--- src/design/b2r_pkg.sv ---
// package for the bgr888 to rgb565 hud overlay block
// register indexes, overlay geometry, colors and the shared config struct
// no dependencies
package b2r_pkg;

   localparam int unsigned DEFAULT_COORD_BITS = 12;

   localparam int unsigned CSR_INDEX_BITS = 3;
   localparam int unsigned CSR_DATA_BITS  = 16;

   typedef enum logic [CSR_INDEX_BITS-1:0] {
      REG_ACTIVE_WIDTH      = 3'd0,
      REG_ACTIVE_HEIGHT     = 3'd1,
      REG_CROSS_HALF_LENGTH = 3'd2,
      REG_HUD_LEFT          = 3'd3,
      REG_HUD_TOP           = 3'd4
   } csr_index_type;

   typedef struct packed {
      logic [12:0] active_width;
      logic [12:0] active_height;
      logic [7:0]  cross_half_length;
      logic [11:0] hud_left;
      logic [11:0] hud_top;
   } overlay_cfg_type;

   typedef struct packed {
      logic [15:0] pixel;
      logic        line_end;
      logic        frame_end;
   } pixel_meta_type;

   localparam logic [12:0] RESET_ACTIVE_WIDTH      = 13'd1920;
   localparam logic [12:0] RESET_ACTIVE_HEIGHT     = 13'd1080;
   localparam logic [7:0]  RESET_CROSS_HALF_LENGTH = 8'd20;
   localparam logic [11:0] RESET_HUD_LEFT          = 12'd30;
   localparam logic [11:0] RESET_HUD_TOP           = 12'd30;

   localparam int unsigned HUD_W          = 200;
   localparam int unsigned HUD_H          = 100;
   localparam int unsigned STRIPE_L_LEFT  = 10;
   localparam int unsigned STRIPE_L_RIGHT = 60;
   localparam int unsigned STRIPE_W_LEFT  = 140;
   localparam int unsigned STRIPE_W_RIGHT = 190;
   localparam int unsigned RED_TOP        = 10;
   localparam int unsigned RED_BOTTOM     = 30;
   localparam int unsigned GREEN_TOP      = 35;
   localparam int unsigned GREEN_BOTTOM   = 55;
   localparam int unsigned BLUE_TOP       = 60;
   localparam int unsigned BLUE_BOTTOM    = 80;

   localparam logic [15:0] COLOR_CROSS = 16'hFFE0;
   localparam logic [15:0] COLOR_BLACK = 16'h0000;
   localparam logic [15:0] COLOR_RED   = 16'hF800;
   localparam logic [15:0] COLOR_GREEN = 16'h07E0;
   localparam logic [15:0] COLOR_BLUE  = 16'h001F;
   localparam logic [15:0] COLOR_WHITE = 16'hFFFF;

   // zero counts as one, anything above 2^cb saturates
   function automatic logic [16:0] eff_size(input logic [12:0] v, input int unsigned cb);
      logic [17:0] lim;
      logic [17:0] ext;
      lim = 18'(1) << cb;
      ext = {5'b0, v};
      if (v == 13'd0) begin
         return 17'd1;
      end else if (ext > lim) begin
         return lim[16:0];
      end else begin
         return ext[16:0];
      end
   endfunction

endpackage

--- src/design/b2r_front.sv ---
// front end: accepts pixels, tracks column and row, cuts to rgb565
// and marks line and frame ends; depends on b2r_pkg
module b2r_front #(
   parameter int unsigned COORD_BITS = b2r_pkg::DEFAULT_COORD_BITS
) (
   input  logic                         clock,
   input  logic                         reset,
   input  b2r_pkg::overlay_cfg_type     cfg,
   input  logic                         req_valid,
   output logic                         req_ready,
   input  logic [7:0]                   req_blue,
   input  logic [7:0]                   req_green,
   input  logic [7:0]                   req_red,
   input  logic                         req_frame_start,
   input  logic                         q_full,
   output logic                         q_push,
   output b2r_pkg::pixel_meta_type      q_meta,
   output logic [COORD_BITS-1:0]        q_col,
   output logic [COORD_BITS-1:0]        q_row
);
   import b2r_pkg::*;

   localparam int unsigned SB = COORD_BITS + 1;

   logic [COORD_BITS-1:0] col_ff, col_in;
   logic [COORD_BITS-1:0] row_ff, row_in;
   logic [COORD_BITS-1:0] col_cur, row_cur;
   logic [SB-1:0]         w_eff, h_eff;
   logic                  le, fe;

   assign w_eff = SB'(eff_size(cfg.active_width, COORD_BITS));
   assign h_eff = SB'(eff_size(cfg.active_height, COORD_BITS));

   assign req_ready = !q_full;
   assign q_push    = req_valid && req_ready;

   always_comb begin
      col_cur = req_frame_start ? '0 : col_ff;
      row_cur = req_frame_start ? '0 : row_ff;
      le = SB'(col_cur) >= (w_eff - SB'(1));
      fe = le && (SB'(row_cur) >= (h_eff - SB'(1)));
      if (le) begin
         col_in = '0;
         row_in = fe ? '0 : row_cur + COORD_BITS'(1);
      end else begin
         col_in = col_cur + COORD_BITS'(1);
         row_in = row_cur;
      end
   end

   assign q_meta.pixel     = {req_red[7:3], req_green[7:2], req_blue[7:3]};
   assign q_meta.line_end  = le;
   assign q_meta.frame_end = fe;
   assign q_col = col_cur;
   assign q_row = row_cur;

   always_ff @(posedge clock) begin
      if (reset) begin
         col_ff <= '0;
         row_ff <= '0;
      end else if (q_push) begin
         col_ff <= col_in;
         row_ff <= row_in;
      end
   end

endmodule

--- src/design/b2r_fifo.sv ---
// two-entry queue between front and back ends
// no package dependencies
module b2r_fifo #(
   parameter int unsigned DW = 8
) (
   input  logic          clock,
   input  logic          reset,
   input  logic          push,
   input  logic [DW-1:0] push_data,
   input  logic          pop,
   output logic [DW-1:0] head_data,
   output logic          empty,
   output logic          full,
   output logic [1:0]    count
);
   logic [DW-1:0] mem_ff [2];
   logic          wr_ptr_ff, rd_ptr_ff;
   logic [1:0]    count_ff, count_in;

   assign head_data = mem_ff[rd_ptr_ff];
   assign empty     = (count_ff == 2'd0);
   assign full      = (count_ff == 2'd2);
   assign count     = count_ff;

   always_comb begin
      count_in = count_ff;
      if (push && !pop) begin
         count_in = count_ff + 2'd1;
      end else if (pop && !push) begin
         count_in = count_ff - 2'd1;
      end
   end

   always_ff @(posedge clock) begin
      if (push) begin
         mem_ff[wr_ptr_ff] <= push_data;
      end
   end

   always_ff @(posedge clock) begin
      if (reset) begin
         wr_ptr_ff <= 1'b0;
         rd_ptr_ff <= 1'b0;
         count_ff  <= 2'd0;
      end else begin
         if (push) begin
            wr_ptr_ff <= !wr_ptr_ff;
         end
         if (pop) begin
            rd_ptr_ff <= !rd_ptr_ff;
         end
         count_ff <= count_in;
      end
   end

endmodule

--- src/design/b2r_back.sv ---
// back end: draws crosshair, hud box and test stripes over the queued pixel
// and holds the result register; depends on b2r_pkg
module b2r_back #(
   parameter int unsigned COORD_BITS = b2r_pkg::DEFAULT_COORD_BITS
) (
   input  logic                     clock,
   input  logic                     reset,
   input  b2r_pkg::overlay_cfg_type cfg,
   input  logic                     q_empty,
   input  b2r_pkg::pixel_meta_type  q_meta,
   input  logic [COORD_BITS-1:0]    q_col,
   input  logic [COORD_BITS-1:0]    q_row,
   output logic                     q_pop,
   output logic                     rsp_valid,
   input  logic                     rsp_ready,
   output logic [15:0]              rsp_pixel_out,
   output logic                     rsp_line_end,
   output logic                     rsp_frame_end
);
   import b2r_pkg::*;

   localparam int unsigned SB = COORD_BITS + 1;
   localparam int unsigned XB = ((COORD_BITS > 12) ? COORD_BITS : 12) + 2;

   logic           rsp_valid_ff, rsp_valid_in;
   pixel_meta_type rsp_ff;
   logic [15:0]    pix;
   logic [SB-1:0]  w_eff, h_eff;
   logic [XB-1:0]  colx, rowx, cx, cy, len, lo_h, lo_v, hx, hy;
   logic           cols_l, cols_w;

   assign w_eff = SB'(eff_size(cfg.active_width, COORD_BITS));
   assign h_eff = SB'(eff_size(cfg.active_height, COORD_BITS));

   assign colx = XB'(q_col);
   assign rowx = XB'(q_row);
   assign cx   = XB'(w_eff >> 1);
   assign cy   = XB'(h_eff >> 1);
   assign len  = XB'(cfg.cross_half_length);
   assign lo_h = (cx >= len) ? cx - len : '0;
   assign lo_v = (cy >= len) ? cy - len : '0;
   assign hx   = XB'(cfg.hud_left);
   assign hy   = XB'(cfg.hud_top);

   assign cols_l = (colx >= hx + XB'(STRIPE_L_LEFT)) && (colx < hx + XB'(STRIPE_L_RIGHT));
   assign cols_w = (colx >= hx + XB'(STRIPE_W_LEFT)) && (colx < hx + XB'(STRIPE_W_RIGHT));

   // later drawings override earlier ones
   always_comb begin
      pix = q_meta.pixel;
      if (rowx == cy && colx >= lo_h && colx <= cx + len) begin
         pix = COLOR_CROSS;
      end
      if (colx == cx && rowx >= lo_v && rowx <= cy + len) begin
         pix = COLOR_CROSS;
      end
      if (colx >= hx && colx < hx + XB'(HUD_W) && rowx >= hy && rowx < hy + XB'(HUD_H)) begin
         pix = COLOR_BLACK;
      end
      if (cols_l) begin
         if (rowx >= hy + XB'(RED_TOP) && rowx < hy + XB'(RED_BOTTOM)) begin
            pix = COLOR_RED;
         end
         if (rowx >= hy + XB'(GREEN_TOP) && rowx < hy + XB'(GREEN_BOTTOM)) begin
            pix = COLOR_GREEN;
         end
         if (rowx >= hy + XB'(BLUE_TOP) && rowx < hy + XB'(BLUE_BOTTOM)) begin
            pix = COLOR_BLUE;
         end
      end
      if (cols_w && rowx >= hy + XB'(RED_TOP) && rowx < hy + XB'(BLUE_BOTTOM)) begin
         pix = COLOR_WHITE;
      end
   end

   assign q_pop = !q_empty && (!rsp_valid_ff || rsp_ready);

   always_comb begin
      rsp_valid_in = rsp_valid_ff;
      if (q_pop) begin
         rsp_valid_in = 1'b1;
      end else if (rsp_ready) begin
         rsp_valid_in = 1'b0;
      end
   end

   always_ff @(posedge clock) begin
      if (reset) begin
         rsp_valid_ff <= 1'b0;
      end else begin
         rsp_valid_ff <= rsp_valid_in;
      end
   end

   always_ff @(posedge clock) begin
      if (q_pop) begin
         rsp_ff.pixel     <= pix;
         rsp_ff.line_end  <= q_meta.line_end;
         rsp_ff.frame_end <= q_meta.frame_end;
      end
   end

   assign rsp_valid     = rsp_valid_ff;
   assign rsp_pixel_out = rsp_ff.pixel;
   assign rsp_line_end  = rsp_ff.line_end;
   assign rsp_frame_end = rsp_ff.frame_end;

endmodule

--- src/design/bgr_to_rgb565_hud_overlay.sv ---
// top level of the bgr888 to rgb565 converter with hud overlay
// holds the config registers and joins front end, queue and back end
// depends on b2r_pkg, b2r_front, b2r_fifo, b2r_back
//
// usage:
//   req_*  one bgr888 pixel per item in raster order; req_frame_start marks
//          the first pixel of a frame and moves the position to the origin
//   rsp_*  one rgb565 pixel per item with line and frame end marks
//   csr_*  register writes (index, data), always ready, only while idle
// path: an accepted pixel is written into the queue, then the back end registers it in the output register
// throughput: one pixel per cycle while rsp_ready holds; the front end takes a pixel whenever the
//   two-entry queue has room, the back end drains it into the output register
// reset: position goes to (0,0), the queue empties, registers take their
//   default mode (1920x1080, arm 20, hud at 30,30)
// receiver stall: the output register holds, the queue fills, and req_ready
//   drops once both queue entries are taken, one item later with a steady input
module bgr_to_rgb565_hud_overlay #(
   parameter int unsigned COORD_BITS = b2r_pkg::DEFAULT_COORD_BITS
) (
   input  logic                               clock,
   input  logic                               reset,
   input  logic                               req_valid,
   output logic                               req_ready,
   input  logic [7:0]                         req_blue,
   input  logic [7:0]                         req_green,
   input  logic [7:0]                         req_red,
   input  logic                               req_frame_start,
   output logic                               rsp_valid,
   input  logic                               rsp_ready,
   output logic [15:0]                        rsp_pixel_out,
   output logic                               rsp_line_end,
   output logic                               rsp_frame_end,
   input  logic                               csr_valid,
   output logic                               csr_ready,
   input  logic [b2r_pkg::CSR_INDEX_BITS-1:0] csr_index,
   input  logic [b2r_pkg::CSR_DATA_BITS-1:0]  csr_wdata
);
   import b2r_pkg::*;

   localparam int unsigned DW = $bits(pixel_meta_type) + 2 * COORD_BITS;

   overlay_cfg_type       cfg_ff, cfg_in;
   pixel_meta_type        f_meta, b_meta;
   logic [COORD_BITS-1:0] f_col, f_row, b_col, b_row;
   logic                  q_push, q_pop, q_empty, q_full;
   logic [1:0]            q_count;
   logic [DW-1:0]         q_head;

   assign csr_ready = 1'b1;

   always_comb begin
      cfg_in = cfg_ff;
      if (csr_valid) begin
         unique case (csr_index)
            REG_ACTIVE_WIDTH:      cfg_in.active_width      = csr_wdata[12:0];
            REG_ACTIVE_HEIGHT:     cfg_in.active_height     = csr_wdata[12:0];
            REG_CROSS_HALF_LENGTH: cfg_in.cross_half_length = csr_wdata[7:0];
            REG_HUD_LEFT:          cfg_in.hud_left          = csr_wdata[11:0];
            REG_HUD_TOP:           cfg_in.hud_top           = csr_wdata[11:0];
            default:               cfg_in = cfg_ff;
         endcase
      end
   end

   always_ff @(posedge clock) begin
      if (reset) begin
         cfg_ff.active_width      <= RESET_ACTIVE_WIDTH;
         cfg_ff.active_height     <= RESET_ACTIVE_HEIGHT;
         cfg_ff.cross_half_length <= RESET_CROSS_HALF_LENGTH;
         cfg_ff.hud_left          <= RESET_HUD_LEFT;
         cfg_ff.hud_top           <= RESET_HUD_TOP;
      end else begin
         cfg_ff <= cfg_in;
      end
   end

   b2r_front #(
      .COORD_BITS(COORD_BITS)
   ) u_front (
      .clock           (clock),
      .reset           (reset),
      .cfg             (cfg_ff),
      .req_valid       (req_valid),
      .req_ready       (req_ready),
      .req_blue        (req_blue),
      .req_green       (req_green),
      .req_red         (req_red),
      .req_frame_start (req_frame_start),
      .q_full          (q_full),
      .q_push          (q_push),
      .q_meta          (f_meta),
      .q_col           (f_col),
      .q_row           (f_row)
   );

   b2r_fifo #(
      .DW(DW)
   ) u_fifo (
      .clock     (clock),
      .reset     (reset),
      .push      (q_push),
      .push_data ({f_meta, f_col, f_row}),
      .pop       (q_pop),
      .head_data (q_head),
      .empty     (q_empty),
      .full      (q_full),
      .count     (q_count)
   );

   assign {b_meta, b_col, b_row} = q_head;

   b2r_back #(
      .COORD_BITS(COORD_BITS)
   ) u_back (
      .clock         (clock),
      .reset         (reset),
      .cfg           (cfg_ff),
      .q_empty       (q_empty),
      .q_meta        (b_meta),
      .q_col         (b_col),
      .q_row         (b_row),
      .q_pop         (q_pop),
      .rsp_valid     (rsp_valid),
      .rsp_ready     (rsp_ready),
      .rsp_pixel_out (rsp_pixel_out),
      .rsp_line_end  (rsp_line_end),
      .rsp_frame_end (rsp_frame_end)
   );

`ifndef SYNTHESIS
   a_frame_end_on_line_end: assert property (@(posedge clock) disable iff (reset)
      rsp_valid |-> (!rsp_frame_end || rsp_line_end))
      else $error("frame end without line end");

   a_accepted_item_queued: assert property (@(posedge clock) disable iff (reset)
      (req_valid && req_ready) |=> (q_count != 2'd0))
      else $error("accepted item missing from queue");

   a_ready_tracks_queue: assert property (@(posedge clock) disable iff (reset)
      req_ready == (q_count != 2'd2))
      else $error("req_ready does not follow queue fill");

   a_rsp_drop_only_on_take: assert property (@(posedge clock) disable iff (reset)
      $fell(rsp_valid) |-> $past(rsp_ready))
      else $error("result dropped without being taken");
`endif

endmodule

--- config.mk ---
export PLATFORM = sky130hd
export DESIGN_NAME = bgr_to_rgb565_hud_overlay
export DESIGN_NICKNAME = d
export VERILOG_FILES = /design/src/design/b2r_pkg.sv /design/src/design/b2r_front.sv /design/src/design/b2r_fifo.sv /design/src/design/b2r_back.sv /design/src/design/bgr_to_rgb565_hud_overlay.sv
export SDC_FILE = /design/constraint.sdc
export NUM_CORES = 1
export LEC_CHECK = 0
export BUFFER_PORTS_ARGS = -buffer_cell sky130_fd_sc_hd__buf_4
export CAP_MARGIN = 40
export CORE_MARGIN = 2
export CORE_UTILIZATION = 30
export DETAILED_ROUTE_END_ITERATION = 16
export RECOVER_POWER = 100
export SLEW_MARGIN = 20
export SYNTH_ARGS = -nofsm -noshare
export SYNTH_HDL_FRONTEND = slang
export SYNTH_SLANG_ARGS = --single-unit
--- constraint.sdc ---
create_clock -name clock -period 5.2 [get_ports clock]
set_input_delay 1.04 -clock clock [delete_from_list [all_inputs] [get_ports clock]]
set_output_delay 1.04 -clock clock [all_outputs]
set_load 0.02 [all_outputs]
==> results of run 1 <==
cell type report:
cell class / count / area [um^2]
Clock inverter: 12 / 117.6
Sequential cell: 190 / 4830
Clock buffer: 20 / 478.0
Timing Repair Buffer: 100 / 636.9
Inverter: 94 / 352.8
Tap cell: 756 / 945.9
Multi-Input combinational cell: 1585 / 11510
Fill cell: 5869 / 37400
cells by family after synthesis:
family,synth area share (%)
fa+ha+maj,20.61
buf+inv,4.080
mux,2.963
other cells,0.02203
simple gates,19.32
compound gates,16.78
flops,28.35
xor+xnor,7.873
critical path: cells and delay by family, from the launching register on:
family	cells	cell delay, ns
compound gates	8	1.85
simple gates	6	1.49
flops	1	0.67
fa+ha+maj	2	0.53
buf+inv	1	0.21
cell usage after synthesis, types with 12 or more instances:
| cell | number | share of area (%) |
|---|---|---|
| a211oi_1 | 17 | 0.75 |
| a21o_1 | 28 | 1.2 |
| a21oi_1 | 147 | 4.3 |
| a31oi_1 | 13 | 0.48 |
| and3_1 | 19 | 0.70 |
| clkbuf_1 | 63 | 1.4 |
| dfxtp_1 | 88 | 10 |
| edfxtp_1 | 102 | 18 |
| ha_1 | 274 | 20 |
| inv_1 | 86 | 1.9 |
| mux2_2 | 15 | 0.99 |
| mux2i_1 | 25 | 1.5 |
| nand2_1 | 238 | 5.2 |
| nand2b_1 | 23 | 0.85 |
| nand3_1 | 53 | 1.6 |
| nand3b_1 | 22 | 0.97 |
| nand4_1 | 29 | 1.1 |
| nor2_1 | 124 | 2.7 |
| nor2b_1 | 59 | 2.2 |
| nor3_1 | 25 | 0.74 |
| nor4_1 | 12 | 0.44 |
| o211ai_1 | 22 | 0.97 |
| o21a_1 | 17 | 0.75 |
| o21ai_0 | 88 | 2.6 |
| o21bai_1 | 20 | 0.88 |
| xnor2_1 | 132 | 6.8 |
| xor2_1 | 21 | 1.1 |
state kept, by name, summed over array words and instances (netlist names), named ones only:
name and flops:
u_fifo.rd_ptr_ff 1, u_front.row_ff 12, u_back.rsp_line_end 1, u_front.col_ff 12
u_back.rsp_pixel_out 16, u_fifo.wr_ptr_ff 1, u_back.rsp_valid 1, u_fifo.count 2
u_fifo.mem_ff 84, u_back.rsp_frame_end 1, cfg_ff 58
what timing repair did:
item	in CTS	in global routing
endpoints found under the setup margin	0	14
resized for setup	0	7
hold buffers	0	0
routing by layer:
metal  wire length [um]  track usage (%)  part of all wire, %
met2              22120            26.94                   45
met1              22950            22.20                   47
met5                 13                0                0.027
met4               1437            5.047                  3.0
met3               2147            1.883                  4.4
power by group through the flow:
stage          registers, mW  clock network [mW]  logic, mW
2_1_floorplan           2.06                   0       2.05
3_3_place_gp            2.01                   0       2.95
3_5_place_dp            2.02                   0       3.07
4_1_cts                 1.98                1.36       3.09
5_1_grt                 2.00                1.42       3.39
6_report                1.98                1.34       3.03
final timing paths:
check	startpoint	to	slack, ns	depth (start not counted)
setup / recovery	cfg_ff[54]	u_front.row_ff[7]	0.35	17
hold / removal	u_front.col_ff[10]	u_front.col_ff[10]	0.46	2
setup reg to reg	cfg_ff[54]	u_front.row_ff[7]	0.35	17
hold reg to reg	u_front.col_ff[10]	u_front.col_ff[10]	0.46	2
==> impl_metrics.tcl, run 1 <==
set metrics [dict create \
    outcome "complete, but fails checks" \
    violations "capacitance limit, slew limit" \
    track_usage_pct 16.30 \
    synth_cell_types 89 \
    timing.fmax_mhz 206.3 \
    clk_pin_slew_ns 0.08 \
    pre_cts_slack_ns 0.1838 \
    syn_nets 2274 \
    switchingPower_mw 2.617 \
    instances_no_fill 2757 \
    crit_type "flop to flop" \
    cp_slowest_cell "dfxtp_1" \
    viasPerCell 5.305 \
    cts_sinks 190 \
    grt_antenna_before_repair 1 \
    tightest_slew_ns 3.548 \
    cts_max_path_buffers 2 \
    layout_common_cells "273 x ha_1, 238 x nand2_1, 147 x a21oi_1, 132 x xnor2_1, 124 x nor2_1" \
    rsz0062_at_grt "no" \
    crit_path_start_kind "flop" \
    seqPwrFrac_pct 31.2 \
    placementRows 87 \
    synth_seq_cells 190 \
    p_leak_nw 7.420 \
    holdWs_ns 0.4560 \
    cts.htree.levels 4 \
    crit_required_ns 5.56 \
    ys.flop_type "edfxtp_1" \
    postRouteAntennaNets 0 \
    drc 0 \
    place_congestion 0.9242 \
    cts_buffers 17 \
    postPlaceCellArea_um2 18380 \
    power_frac_clock_pct 21.0 \
    fin_nets 2315 \
    ir_drop_mv 0.2140 \
    crit_chain "nor3_4 -> nor3b_1 -> o21bai_1 -> ha_1 -> o21ai_0 -> or3_1 -> a21oi_1 -> ha_1 -> a211o_1 -> a211oi_1 -> o21ai_0 -> a221oi_1 -> nand2b_1 -> inv_1 -> nand2_1 -> nand3_1 -> o211ai_1" \
    port_buffers 57 \
    first_iter_violations 1051 \
    maxSlewHeadroom_pct -136.5 \
    syn_area_um2 17020 \
    via_count 14630 \
    final.setup.tns_ns 0 \
    grt_pass1_vias 14180 \
    ctsRootBufferMaster "clkbuf_16" \
    p_comb_share_pct 47.8 \
    routed_wl_um 48670 \
    fin_crit_sh_pct 93.22 \
    p_int_mw 3.727 \
    start_util_pct 30.24 \
    stdcell_area_um2 18880 \
    async_flop_share_pct 0 \
    layout_commonest_cell "ha_1" \
    setup_viol 0 \
    antenna_cells 0 \
    crit_fanout 12 \
    cts_setup_buffers 0 \
    post-route-util_pct 33.54 \
    max_stage_delay_ns 0.67 \
    yosys_warnings 0 \
    sw_frac_of_total_pct 41.25 \
    hold_path_class "flop to flop" \
    powerDensity_nw_per_um2 336.1 \
    clk_latency_ns 0.45 \
    fin_crit_ns 4.848 \
    end_kind "flop" \
    syn2layout_area_growth_pct 10.90 \
    fp.dieW_um 242.2 \
    syn_area_per_cell_um2 8.742 \
    die_y_um 242.2 \
    fin_skew_ns 0.01985 \
    p_total_mw 6.344 \
    ys_seq_area_share_pct 28.35 \
    core_um2 56280 \
    netlist_instances 1947 \
    hpwl_um 37900 \
    die-area_um2 58660 \
    dpl.cell_count 2720 \
    cts_tree "yes" \
    drive_above_1_share_pct 7.546 \
    arrival_ns 5.21 \
    maxCapViolCount 2 \
    synth_edf_count 102 \
    hold_viol_final 0 \
    maxSlewViolCount 111 \
    boundaryPins 70 \
    wire_per_inst_um 17.65 \
    grt_pass1_wl_um 77070 \
    fin_ws_ns 0.3523 \
    grt_overflow_total 0 \
    first_pass_iters 5 \
    grt_max_degree 82 \
]
(Power assumes the default switching activity.)
==> run 2: changes to the inputs <==
--- a/config.mk
+++ b/config.mk
@@ -10,6 +10,7 @@
 export CORE_MARGIN = 2
 export CORE_UTILIZATION = 30
 export DETAILED_ROUTE_END_ITERATION = 16
+export MAX_ROUTING_LAYER = met4
 export RECOVER_POWER = 100
 export SLEW_MARGIN = 20
 export SYNTH_ARGS = -nofsm -noshare
==> constraint.sdc (replaced) <==
create_clock -name clock -period 5.2 [get_ports clock]
set_input_delay 0.78 -clock clock [delete_from_list [all_inputs] [get_ports clock]]
set_output_delay 0.78 -clock clock [all_outputs]
set_load 0.02 [all_outputs]
==> run 2 against run 1 <==
Net effect:
- count of clock-buffer cells in the layout fell by 2
- sequential power is essentially flat
- wire length grew 0.32%
- global-route usage is 0.53 points higher
- power is 0.17% lower
- clock power barely moved
- the run still ends with capacitance limit, slew limit left
- register-to-register slack got worse by 0.04 ns
- design area about the same
- largest cell class unchanged
- setup slack lost 0.037 ns
- die area stayed put
- critical path type unchanged
==> impl_metrics.tcl, run 2 (synthesis gave the netlist of run 1 again) <==
set metrics [dict create \
    crit_path_start_kind "flop" \
    fin_nets 2316 \
    maxSlewViolCount 138 \
    top_layer_used "met4" \
    fin_crit_sh_pct 93.93 \
    place_congestion 0.9687 \
    via_count 14540 \
    cts.htree.levels 4 \
    timing.critical_path.mode_cell "a21oi_1" \
    die-area_um2 58660 \
    grt_pass1_vias 14170 \
    layout_common_cells "272 x ha_1, 238 x nand2_1, 147 x a21oi_1, 132 x xnor2_1, 123 x nor2_1" \
    wl_met3_um 2360 \
    regMostFlops "u_fifo.mem_ff" \
    p_leak_nw 7.408 \
    cp_slowest_cell "a311o_2" \
    core_um2 56280 \
    p_int_mw 3.714 \
    met2_length_um 22240 \
    startpoint "cfg_ff[57]" \
    regArea_um2 4827 \
    crit_chain "buf_4 -> nor2b_1 -> ha_1 -> inv_1 -> a21oi_1 -> o21bai_1 -> a21oi_1 -> o21bai_1 -> a21oi_1 -> xnor2_1 -> ha_1 -> o21ai_0 -> nor2_1 -> o21ai_0 -> nand2b_1 -> a221oi_1 -> o2111ai_1 -> a311o_2 -> and4b_1 -> a21oi_1" \
    seqPwrFrac_pct 31.0 \
    syn2layout_area_growth_pct 10.84 \
    grt_max_degree 82 \
    die_y_um 242.2 \
    dpl.cell_count 2721 \
    viasPerCell 5.271 \
    fin_crit_ns 4.885 \
    path_delay_family "compound AO/OA/AOI/OAI gates" \
    clk_pin_slew_ns 0.08 \
    cts_max_path_buffers 2 \
    power_frac_clock_pct 20.7 \
    placementRows 87 \
    instances_no_fill 2759 \
    cts_buffers 17 \
    outcome "complete, but fails checks" \
    worstHoldStart "u_front.col_ff[10]" \
    powerDensity_nw_per_um2 335.7 \
    grt_antenna_before_repair 1 \
    tightest_slew_ns 3.519 \
    arrival_ns 5.17 \
    drive_above_1_share_pct 7.792 \
    switchingPower_mw 2.619 \
    routed_wl_um 48830 \
    wirelength_met1_um 22920 \
    grt_pass1_wl_um 77050 \
    postRouteAntennaNets 0 \
    wire_per_inst_um 17.70 \
    fin_ws_ns 0.3155 \
    critPathBufInv 2 \
    port_buffers 57 \
    fp.dieW_um 242.2 \
    pre_cts_slack_ns 0.1845 \
    first_pass_iters 5 \
    maxSlewHeadroom_pct -134.6 \
    max_stage_delay_ns 0.48 \
    first_iter_violations 1127 \
    largest_register_ff_count 84 \
    r2r_cells 20 \
    p_comb_share_pct 48.2 \
    ctsRootBufferMaster "clkbuf_16" \
    clk_latency_ns 0.45 \
    crit_type "flop to flop" \
    maxCapViolCount 3 \
    end_kind "flop" \
    hold_path_depth 2 \
    drc 0 \
    multi_input_area_um2 11530 \
    fin_skew_ns 0.01197 \
    cts_tree "yes" \
    hold_path_class "flop to flop" \
    cts_sinks 190 \
    violations "capacitance limit, slew limit" \
    hpwl_um 37930 \
    r2r-start "cfg_ff[57]" \
    n_fill_cell 5858 \
    layout_commonest_cell "ha_1" \
    setup_viol 0 \
    crit_required_ns 5.49 \
    hold_viol_final 0 \
    grt_overflow_total 0 \
    ir_drop_mv 0.2050 \
    track_usage_pct 16.83 \
    timing.fmax_mhz 204.7 \
    path_depth 20 \
    sw_frac_of_total_pct 41.36 \
    crit_fanout 20 \
    boundaryPins 70 \
    start_util_pct 30.24 \
]
-- run 2: cell types whose count changed in the layout (fill, tap and decap cells not counted), sizes merged --
cell / previous run / this run
clkinvlp: 2 / 1
diode: 0 / 1
buf: 53 / 55
bufinv: 0 / 1
clkinv: 6 / 8
clkbuf: 67 / 64
-- run 2: worst paths after layout --
check,to,slack (ns)
max,u_back.rsp_pixel_out[12],0.32
min reg2reg,u_front.col_ff[10],0.47
min,u_front.col_ff[10],0.47
max reg2reg,u_back.rsp_pixel_out[12],0.32
-- run 2: layout make-up --
type                            instances  area share (%)
Tap cell                              756           5.014
Antenna cell                            1         0.01326
Clock buffer                           18           2.275
Clock inverter                         14          0.7826
Multi-Input combinational cell       1585           61.10
Sequential cell                       190           25.59
Inverter                               94           1.870
Timing Repair Buffer                  101           3.356
-- run 2: per-stage QoR --
step	TNS [ns]	hold WS, ns	utilization [%]	cell area (um^2)	power [mW]
3_5_place_dp	0	0.4548	32.63	18370	5.085
2_1_floorplan	0	0.4274	-	17020	4.111
4_1_cts	0	0.4676	33.66	18940	6.409
6_report	0	0.4668	33.52	18870	6.333
5_1_grt	-0.002856	0.4916	33.52	18870	6.768
3_3_place_gp	0	0.4356	32.59	18340	4.968
-- run 2: layer usage --
layer  global-route usage, %  vias to the layer above
met1                   22.28                     6943
li1                        -                     7117
met4                   4.847                        0
met3                   1.839                       81
met2                   27.14                      402
met5                       -                        -
-- run 2: power by group through the flow --
stage	Clock (mW)	Sequential, mW	Combinational (mW)
6_report	1.31	1.97	3.06
5_1_grt	1.39	1.99	3.39
4_1_cts	1.34	1.97	3.10
3_5_place_dp	0	2.00	3.08
3_3_place_gp	0	1.99	2.97
2_1_floorplan	0	2.06	2.05
-- run 2: tightest hold or removal path, cell delays in order (launching register included) --
cell	delay (ns)
dfxtp_1	0.32
nand2_1	0.05
a21oi_1	0.05
-- run 2: what timing repair did --
action | in CTS | in global routing
setup buffers | 0 | 0
endpoints found under the setup margin | 0 | 16
resized for setup | 0 | 11
hold buffers | 0 | 0
